--- config.mk ---
export PLATFORM = sky130hd
export DESIGN_NAME = signal_pending_mask_delivery
export DESIGN_NICKNAME = d
export VERILOG_FILES = /design/src/design/spmd_pkg.sv /design/src/design/signal_pending_mask_delivery.sv
export SDC_FILE = /design/constraint.sdc
export NUM_CORES = 2
export LEC_CHECK = 0
export BUFFER_PORTS_ARGS = -buffer_cell sky130_fd_sc_hd__clkbuf_2
export CAP_MARGIN = 20
export CORE_UTILIZATION = 62
export CTS_CLUSTER_DIAMETER = 40
export DETAILED_ROUTE_END_ITERATION = 6
export GPL_TIMING_DRIVEN = 1
export HOLD_SLACK_MARGIN = 0.03
export PLACE_DENSITY_LB_ADDON = 0.12
export SKIP_CTS_REPAIR_TIMING = 1
export SLEW_MARGIN = 20
export SYNTH_ARGS = -nofsm -noshare
export SYNTH_HDL_FRONTEND = slang
export SYNTH_SLANG_ARGS = --single-unit
--- constraint.sdc ---
create_clock -name i_clk -period 5.22 [get_ports i_clk]
set_input_delay 0.261 -clock i_clk [delete_from_list [all_inputs] [get_ports i_clk]]
set_output_delay 0.261 -clock i_clk [all_outputs]
set_load 0.02 [all_outputs]
--- src/design/spmd_pkg.sv ---
// ----------------------------------------------------------------------------
// spmd_pkg
// Constants, codes and types for the per-task signal controller.
// ----------------------------------------------------------------------------
package spmd_pkg;

    // Number of signals handled (8 .. 32)
    localparam int unsigned SIG_CNT = 32;
    localparam int unsigned SIG_W   = $clog2(SIG_CNT);

    // Masks and the ignore bitmap are always 32 bits wide
    localparam int unsigned MASK_W     = 32;
    localparam int unsigned MASK_IDX_W = 5;

    localparam logic [MASK_W-1:0] DFLT_IGN_RST = 32'h1082_0000;
    localparam logic [7:0]        EXIT_HI      = 8'd255;

    // Operation codes
    localparam logic [2:0] OP_SEND  = 3'd0;
    localparam logic [2:0] OP_PEEK  = 3'd1;
    localparam logic [2:0] OP_CHECK = 3'd2;
    localparam logic [2:0] OP_SET   = 3'd3;
    localparam logic [2:0] OP_MASK  = 3'd4;

    // Action table kinds
    localparam logic [1:0] KIND_IGNORE  = 2'd0;
    localparam logic [1:0] KIND_DEFAULT = 2'd1;
    localparam logic [1:0] KIND_HANDLER = 2'd2;

    // Reported actions
    localparam logic [1:0] ACT_NONE      = 2'd0;
    localparam logic [1:0] ACT_IGNORED   = 2'd1;
    localparam logic [1:0] ACT_TERMINATE = 2'd2;
    localparam logic [1:0] ACT_HANDLER   = 2'd3;

    typedef logic [SIG_CNT-1:0] t_sig_vec;

    typedef struct packed {
        logic [2:0]        op;
        logic [4:0]        sig;
        logic              blocked;
        logic              ended;
        logic [1:0]        kind;
        logic [MASK_W-1:0] haddr;
        logic [MASK_W-1:0] amask;
        logic [MASK_W-1:0] nmask;
    } t_item;

    typedef struct packed {
        logic              wake;
        logic              dropped;
        logic              found;
        logic [4:0]        taken;
        logic [1:0]        act;
        logic [15:0]       status;
        logic [MASK_W-1:0] haddr;
        logic [MASK_W-1:0] saved;
    } t_result;

endpackage

--- src/design/signal_pending_mask_delivery.sv ---
// ----------------------------------------------------------------------------
// signal_pending_mask_delivery
// Per-task signal controller: pending set, blocking mask, action table.
// ----------------------------------------------------------------------------
// Usage:
//   Input channel i_valid/o_ready carries one operation per beat (send, peek,
//   check, set action, write blocking mask). Output channel o_valid/i_ready
//   returns exactly one result beat per input beat, in order.
//   i_cfg_we/i_cfg_data load the default-ignore bitmap; write it only while
//   the block is idle.
//   Path: a beat accepted is captured in the input register; its result is
//   registered when the stage advances and shown on the output from then on.
//   Throughput: one beat per cycle while i_ready stays high. The decode, mask,
//   lowest-bit pick and one action table read sit in the single logic stage
//   between the input and result registers; state updates land with the result.
//   Stall: if the receiver holds i_ready low, the result register holds, the
//   input register keeps one more beat, then o_ready drops.
//   Reset: pending set and blocking mask clear, every action entry returns to
//   default, the ignore bitmap returns to child, urgent and window change.
//   Handler address and mask entries hold garbage until a handler is set.
// ----------------------------------------------------------------------------
module signal_pending_mask_delivery
    import spmd_pkg::*;
(
    input  logic              i_clk,
    input  logic              i_rst_n,
    input  logic              i_valid,
    output logic              o_ready,
    input  logic [2:0]        i_operation,
    input  logic [4:0]        i_signal_number,
    input  logic              i_task_blocked,
    input  logic              i_task_ended,
    input  logic [1:0]        i_action_kind,
    input  logic [31:0]       i_handler_address,
    input  logic [31:0]       i_action_mask,
    input  logic [31:0]       i_new_blocking_mask,
    output logic              o_valid,
    input  logic              i_ready,
    output logic              o_wake_task,
    output logic              o_dropped_ended,
    output logic              o_found,
    output logic [4:0]        o_taken_signal,
    output logic [1:0]        o_action_taken,
    output logic [15:0]       o_exit_status,
    output logic [31:0]       o_handler_out,
    output logic [31:0]       o_saved_mask,
    input  logic              i_cfg_we,
    input  logic [31:0]       i_cfg_data
);

    logic              r_in_valid;
    t_item             r_in;
    logic              r_out_valid;
    t_result           r_res;
    t_result           n_res;

    logic [MASK_W-1:0] r_dflt_ign;
    t_sig_vec          r_pend;
    t_sig_vec          n_pend;
    logic [MASK_W-1:0] r_bmask;
    logic [MASK_W-1:0] n_bmask;
    logic [1:0]        r_kind  [SIG_CNT];
    logic [MASK_W-1:0] r_haddr [SIG_CNT];
    logic [MASK_W-1:0] r_hmask [SIG_CNT];

    logic              adv;
    logic              kind_we;
    logic              hdl_we;
    logic [SIG_W-1:0]  idx_in;
    logic              in_range;
    t_sig_vec          ready_vec;
    t_sig_vec          low_oh;
    logic [SIG_W-1:0]  low_idx;
    t_sig_vec          acting;
    logic [1:0]        low_kind;

    // Stage advances when an item waits and the result slot is free or drains
    assign adv     = r_in_valid && (!r_out_valid || i_ready);
    assign o_ready = !r_in_valid || adv;

    // ---------------------------------------------------------------- input
    always_ff @(posedge i_clk) begin
        if (!i_rst_n) begin
            r_in_valid <= 1'b0;
        end else if (o_ready) begin
            r_in_valid <= i_valid;
        end
    end

    always_ff @(posedge i_clk) begin
        if (o_ready && i_valid) begin
            r_in.op      <= i_operation;
            r_in.sig     <= i_signal_number;
            r_in.blocked <= i_task_blocked;
            r_in.ended   <= i_task_ended;
            r_in.kind    <= i_action_kind;
            r_in.haddr   <= i_handler_address;
            r_in.amask   <= i_action_mask;
            r_in.nmask   <= i_new_blocking_mask;
        end
    end

    // ---------------------------------------------------------------- logic
    assign idx_in    = r_in.sig[SIG_W-1:0];
    assign in_range  = 32'(r_in.sig) < SIG_CNT;
    assign ready_vec = r_pend & ~r_bmask[SIG_CNT-1:0];
    // isolate lowest set bit
    assign low_oh    = ready_vec & (~ready_vec + t_sig_vec'(1));

    always_comb begin
        low_idx = '0;
        for (int i = 0; i < SIG_CNT; i++) begin
            low_idx |= low_oh[i] ? SIG_W'(i) : '0;
        end
    end

    always_comb begin
        for (int i = 0; i < SIG_CNT; i++) begin
            acting[i] = ready_vec[i] && (r_kind[i] == KIND_HANDLER ||
                        (r_kind[i] == KIND_DEFAULT && !r_dflt_ign[i]));
        end
    end

    assign low_kind = r_kind[low_idx];

    always_comb begin
        n_res   = '0;
        n_pend  = r_pend;
        n_bmask = r_bmask;
        kind_we = 1'b0;
        hdl_we  = 1'b0;
        case (r_in.op)
            OP_SEND: begin
                if (in_range) begin
                    if (r_in.ended) begin
                        n_res.dropped = 1'b1;
                    end else begin
                        n_pend      = r_pend | (t_sig_vec'(1) << idx_in);
                        n_res.wake  = r_in.blocked && !r_bmask[MASK_IDX_W'(idx_in)];
                    end
                end
            end
            OP_PEEK: begin
                n_res.found = |acting;
            end
            OP_CHECK: begin
                if (|ready_vec) begin
                    n_pend[low_idx] = 1'b0;
                    n_res.found     = 1'b1;
                    n_res.taken     = 5'(low_idx);
                    if (low_kind == KIND_HANDLER) begin
                        n_res.act   = ACT_HANDLER;
                        n_res.haddr = r_haddr[low_idx];
                        n_res.saved = r_bmask;
                        n_bmask     = r_bmask | r_hmask[low_idx];
                    end else if (low_kind == KIND_DEFAULT &&
                                 !r_dflt_ign[MASK_IDX_W'(low_idx)]) begin
                        n_res.act    = ACT_TERMINATE;
                        n_res.status = {EXIT_HI, 8'(low_idx)};
                    end else begin
                        n_res.act = ACT_IGNORED;
                    end
                end
            end
            OP_SET: begin
                if (in_range &&
                    r_in.kind inside {KIND_IGNORE, KIND_DEFAULT, KIND_HANDLER}) begin
                    kind_we = 1'b1;
                    hdl_we  = (r_in.kind == KIND_HANDLER);
                end
            end
            OP_MASK: begin
                n_bmask = r_in.nmask;
            end
            default: begin
            end
        endcase
    end

    // ---------------------------------------------------------------- state
    always_ff @(posedge i_clk) begin
        if (!i_rst_n) begin
            r_dflt_ign <= DFLT_IGN_RST;
            r_pend     <= '0;
            r_bmask    <= '0;
            for (int i = 0; i < SIG_CNT; i++) begin
                r_kind[i] <= KIND_DEFAULT;
            end
        end else begin
            if (i_cfg_we) begin
                r_dflt_ign <= i_cfg_data;
            end
            if (adv) begin
                r_pend  <= n_pend;
                r_bmask <= n_bmask;
                if (kind_we) begin
                    r_kind[idx_in] <= r_in.kind;
                end
            end
        end
    end

    // handler entries have no reset; read only after a handler write
    always_ff @(posedge i_clk) begin
        if (adv && hdl_we) begin
            r_haddr[idx_in] <= r_in.haddr;
            r_hmask[idx_in] <= r_in.amask;
        end
    end

    // ---------------------------------------------------------------- output
    always_ff @(posedge i_clk) begin
        if (!i_rst_n) begin
            r_out_valid <= 1'b0;
        end else if (adv) begin
            r_out_valid <= 1'b1;
        end else if (i_ready) begin
            r_out_valid <= 1'b0;
        end
    end

    always_ff @(posedge i_clk) begin
        if (adv) begin
            r_res <= n_res;
        end
    end

    assign o_valid         = r_out_valid;
    assign o_wake_task     = r_res.wake;
    assign o_dropped_ended = r_res.dropped;
    assign o_found         = r_res.found;
    assign o_taken_signal  = r_res.taken;
    assign o_action_taken  = r_res.act;
    assign o_exit_status   = r_res.status;
    assign o_handler_out   = r_res.haddr;
    assign o_saved_mask    = r_res.saved;

    // ---------------------------------------------------------------- checks
    a_check_clears: assert property (@(posedge i_clk) disable iff (!i_rst_n)
        (adv && r_in.op == OP_CHECK && n_res.found) |=> !r_pend[$past(low_idx)])
        else $error("taken signal still pending");

    a_mask_write: assert property (@(posedge i_clk) disable iff (!i_rst_n)
        (adv && r_in.op == OP_MASK) |=> r_bmask == $past(r_in.nmask))
        else $error("blocking mask not loaded");

    a_act_found: assert property (@(posedge i_clk) disable iff (!i_rst_n)
        (o_valid && o_action_taken != ACT_NONE) |-> o_found)
        else $error("action reported without a taken signal");

    a_send_excl: assert property (@(posedge i_clk) disable iff (!i_rst_n)
        o_valid |-> !(o_wake_task && o_dropped_ended))
        else $error("wake and drop together");

    a_hold: assert property (@(posedge i_clk) disable iff (!i_rst_n)
        (r_out_valid && !i_ready) |=> (r_out_valid && r_res == $past(r_res)))
        else $error("result changed while stalled");

endmodule

==> impl_metrics.env <==
export IMPL_worst_path_max_fanout=26
export IMPL_design_portCount=237
export IMPL_required_ns=5.92
export IMPL_ctsHtreeMaxLevel=5
export IMPL_rsz0062_at_grt="no"
export IMPL_internal_power_mw=33.4
export IMPL_cts_buffer_depth=4
export IMPL_clock_insertion_delay_at_the_later_pin_of_the_skew_report_ns=0.89
export IMPL_final_layout_size_suffix_gt1_frac=0.268
export IMPL_ys_seq_area_frac=0.771
export IMPL_final_setup_viol_count=0
export IMPL_number_of_sinks_on_the_clock_net=2398
export IMPL_run_status="completed"
export IMPL_cts_buffers=296
export IMPL_share_comb_of_total_power=0.016
export IMPL_routabilityCongestion=0.961
export IMPL_number_of_library_cell_types_mapped_by_synthesis=69
export IMPL_worst_endpoint_arrival_ns=5.61
export IMPL_postRouteAntennaNets=0
export IMPL_rrSetupSlack_ns=0.31
export IMPL_timing_final_crit_share=0.940
export IMPL_synth_top_family_by_area="multiplexers"
export IMPL_worst_pin_slew_ns=1.19
export IMPL_async_flop_share=0
export IMPL_max_cap_violations=0
export IMPL_grt_pass1_wl_um=368000
export IMPL_postSynthCellCount=4544
export IMPL_dpl_hpwl_um=145000
export IMPL_timing_final_hold_violations=0
export IMPL_fmaxAchievable_mhz=204
export IMPL_grtUsageTotal=0.353
export IMPL_synthToLayoutAreaGrowth_pct=17.3
export IMPL_die_width_um=387
export IMPL_fp_dieH_um=387
export IMPL_n_fill_cell=8473
export IMPL_min_path_type="in -> reg"
export IMPL_setup_tns_final_ns=0
export IMPL_synth_edf_count=2300
export IMPL_fin_area_sq_mm=0.108
export IMPL_setup_worst_path_class="reg -> reg"
export IMPL_drt_first_iter_violations=7742
export IMPL_placement_io_buffers=233
export IMPL_post_synth_adder_cell_area=0
export IMPL_avgRoutedWirePerCell_um=36.4
export IMPL_ir_drop_v=0.000383
export IMPL_pwr_share_seq=0.512
export IMPL_fin_crit_period_ns=4.91
export IMPL_yosysTopAreaCellShare=0.750
export IMPL_library_cell_occupying_the_most_area_in_the_post_synthesis_netlist="edfxtp_1"
export IMPL_power_leakage_nw=35.5
export IMPL_clk_pin_slew_ns=0.06
export IMPL_route_detailed_vias_per_inst=6.98
export IMPL_placeableCoreArea_sq_mm=0.147
export IMPL_initial_core_util=0.624
export IMPL_grt_max_degree=84
export IMPL_xor_xnor_fraction_of_synth_area=0
export IMPL_firstDrtPassIters=6
export IMPL_cts_tree="done"
export IMPL_finalMaxSlewViolations=0
export IMPL_maxSlewHeadroom=0.206
export IMPL_overflow=0
export IMPL_synth_avg_cell_area_sq_um=20.3
export IMPL_compound_gate_portion_of_the_synthesized_area=0.0433
export IMPL_placed_cell_area_sq_mm=0.0971
export IMPL_route_final_wire_length_um=266000
export IMPL_ys_seq_elements=2398
export IMPL_power_switching_fraction=0.203
export IMPL_synth_ff_type="edfxtp_1"
export IMPL_synth_yosys_warnings=0
export IMPL_antenna_found_initial=3
export IMPL_muxShareOfSynthArea=0.135
export IMPL_timing_clock_skew_ns=0.0588
export IMPL_drc=0
export IMPL_synthTopCellsByArea="edfxtp_1, mux4_2, dfxtp_1"
export IMPL_grt_pass1_vias=49000
export IMPL_num_nets_final=5311
export IMPL_fp_dieArea_sq_mm=0.150
export IMPL_timing_critical_path_to_type="flip-flop"
export IMPL_syn_std_cell_area_sq_mm=0.0921
export IMPL_power_per_cell_area_mw_per_mm2=388
export IMPL_vias=51000
export IMPL_num_rows=141
export IMPL_ctsRootBufferMaster="clkbuf_16"
export IMPL_share_clk_of_total_power=0.471
export IMPL_worst_setup_path_start_kind="flip-flop"
export IMPL_power_net_switching_mw=8.52
export IMPL_yosys_area_share_simple=0.0330
-- worst paths after layout --
kind | from | endpoint | cells past startpoint
hold reg to reg | r_pend[20] | r_pend[20] | 2
setup / recovery | r_bmask[15] | r_bmask[16] | 14
setup reg to reg | r_bmask[15] | r_bmask[16] | 14
hold / removal | i_new_blocking_mask[9] | r_in[9] | 2
-- critical path: stages (launching register included) --
cell      delay (ns)
dfxtp_1         0.62
buf_4           0.30
inv_1           0.13
a32o_1          0.24
nand2_1         0.07
o41ai_1         0.07
o21ai_1         0.24
and2_4          0.64
buf_12          0.34
buf_12          0.25
mux4_2          0.54
a221oi_1        0.42
nand4_1         0.46
nand3_1         0.28
a21oi_1         0.06
-- cell families (layout without fill, tap and decap cells) --
family                 count (synthesis)  after routing
buffers and inverters                311           1142
AO/OA/AOI/OAI                        569            569
AND/OR/NAND/NOR                      643            643
multiplexers                         622            622
flip-flops                          2398           2398
other                                  1              4
-- stage by stage --
step | std cells | worst slack, ns | power [mW] | hold slack (ns) | utilization
4_1_cts | 7154 | 0.432 | 42.0 | -0.490 | 0.722
3_3_place_gp | 6643 | 0.471 | 22.4 | 0.438 | 0.658
6_report | 7308 | 0.314 | 42.0 | 0.0947 | 0.733
3_5_place_dp | 6645 | 0.470 | 22.5 | 0.440 | 0.658
5_1_grt | 7307 | 0.135 | 42.8 | 0.0668 | 0.733
2_1_floorplan | 4546 | 0.410 | 22.1 | 0.360 | -
-- synthesized netlist by cell type, types with 4 or more instances --
master and instances:
o221ai_1 26, o22ai_1 35, a32o_1 5, and3_1 8, a31oi_1 42, a22o_1 48
dfxtp_1 98, nor3_2 5, a221oi_2 6, buf_4 58, nor3b_1 5, buf_6 21
clkbuf_1 117, nor3_1 13, nor4_1 12, nand3_1 53, buf_2 66, buf_1 6
o21ai_0 75, a211oi_1 22, mux4_2 492, o22a_1 12, and4_1 8, a221oi_1 37
a21oi_1 93, a22oi_1 143, nor2b_1 47, nand2b_1 26, o21a_1 4, mux2i_1 123
nand2_1 174, nor2_1 239, nand4_1 30, mux2_2 6, edfxtp_1 2300, inv_1 40
-- sequential cells by signal, summed over array words and instances, names as in the netlist, 2 cells and up --
name	count
r_in	103
r_hmask	1024
o_exit_status	6
r_kind	64
r_pend	32
o_handler_out	32
o_saved_mask	32
o_action_taken	2
r_haddr	1024
o_taken_signal	5
idx_in	5
r_bmask	32
r_dflt_ign	32
-- placed cells by master (no fill, tap or decap), types with 7 or more instances in the layout --
cell type / n
nand3_1: 53
o221ai_1: 26
a31oi_1: 42
nor4_1: 12
inv_6: 27
clkinv_4: 11
o21ai_0: 75
dfxtp_1: 98
a21oi_1: 93
clkinv_2: 34
buf_12: 79
nand2_1: 174
clkbuf_2: 232
nor3_1: 10
o22ai_1: 35
nand4_1: 30
and3_1: 7
nand2b_1: 26
a22o_1: 48
clkinvlp_4: 20
a211oi_1: 22
a221oi_1: 37
clkinv_1: 38
nor2_4: 34
nor3_2: 7
a22oi_1: 143
o22a_1: 12
bufinv_16: 21
mux4_2: 492
nor2_1: 204
nor2b_1: 44
dlygate4sd3_1: 153
edfxtp_1: 2300
and4_1: 8
clkbuf_8: 12
inv_1: 40
clkbuf_1: 35
mux2i_1: 123
clkbuf_16: 307
buf_4: 127
-- power groups by stage --
stage          clock network (mW)  registers (mW)  logic, mW
3_5_place_dp                    0            21.9      0.583
2_1_floorplan                   0            21.8      0.322
4_1_cts                      19.9            21.5      0.588
6_report                     19.8            21.5      0.692
5_1_grt                      20.6            21.5      0.720
3_3_place_gp                    0            21.9      0.578
-- metal layers --
layer,track usage,wire length (um),share of wire,vias up
li1,-,-,-,20100
met1,0.505,98000,0.37,26400
met2,0.531,123000,0.46,3879
met3,0.0888,34000,0.13,624
met4,0.138,11100,0.042,2
met5,0,20,0.000075,-
-- layout make-up --
class / instances / area (sq um) / share of cell area
antenna: 1 / 2.50 / 0.0000232
clock buffer: 354 / 7980 / 0.0738
clock inverter: 155 / 1460 / 0.0135
inverter: 41 / 154 / 0.00142
multi-input combinational: 1837 / 19800 / 0.183
sequential: 2398 / 71000 / 0.657
tap: 1930 / 2410 / 0.0223
timing repair buffer: 592 / 5260 / 0.0486
Note: power is estimated with default switching activity, not from simulation.
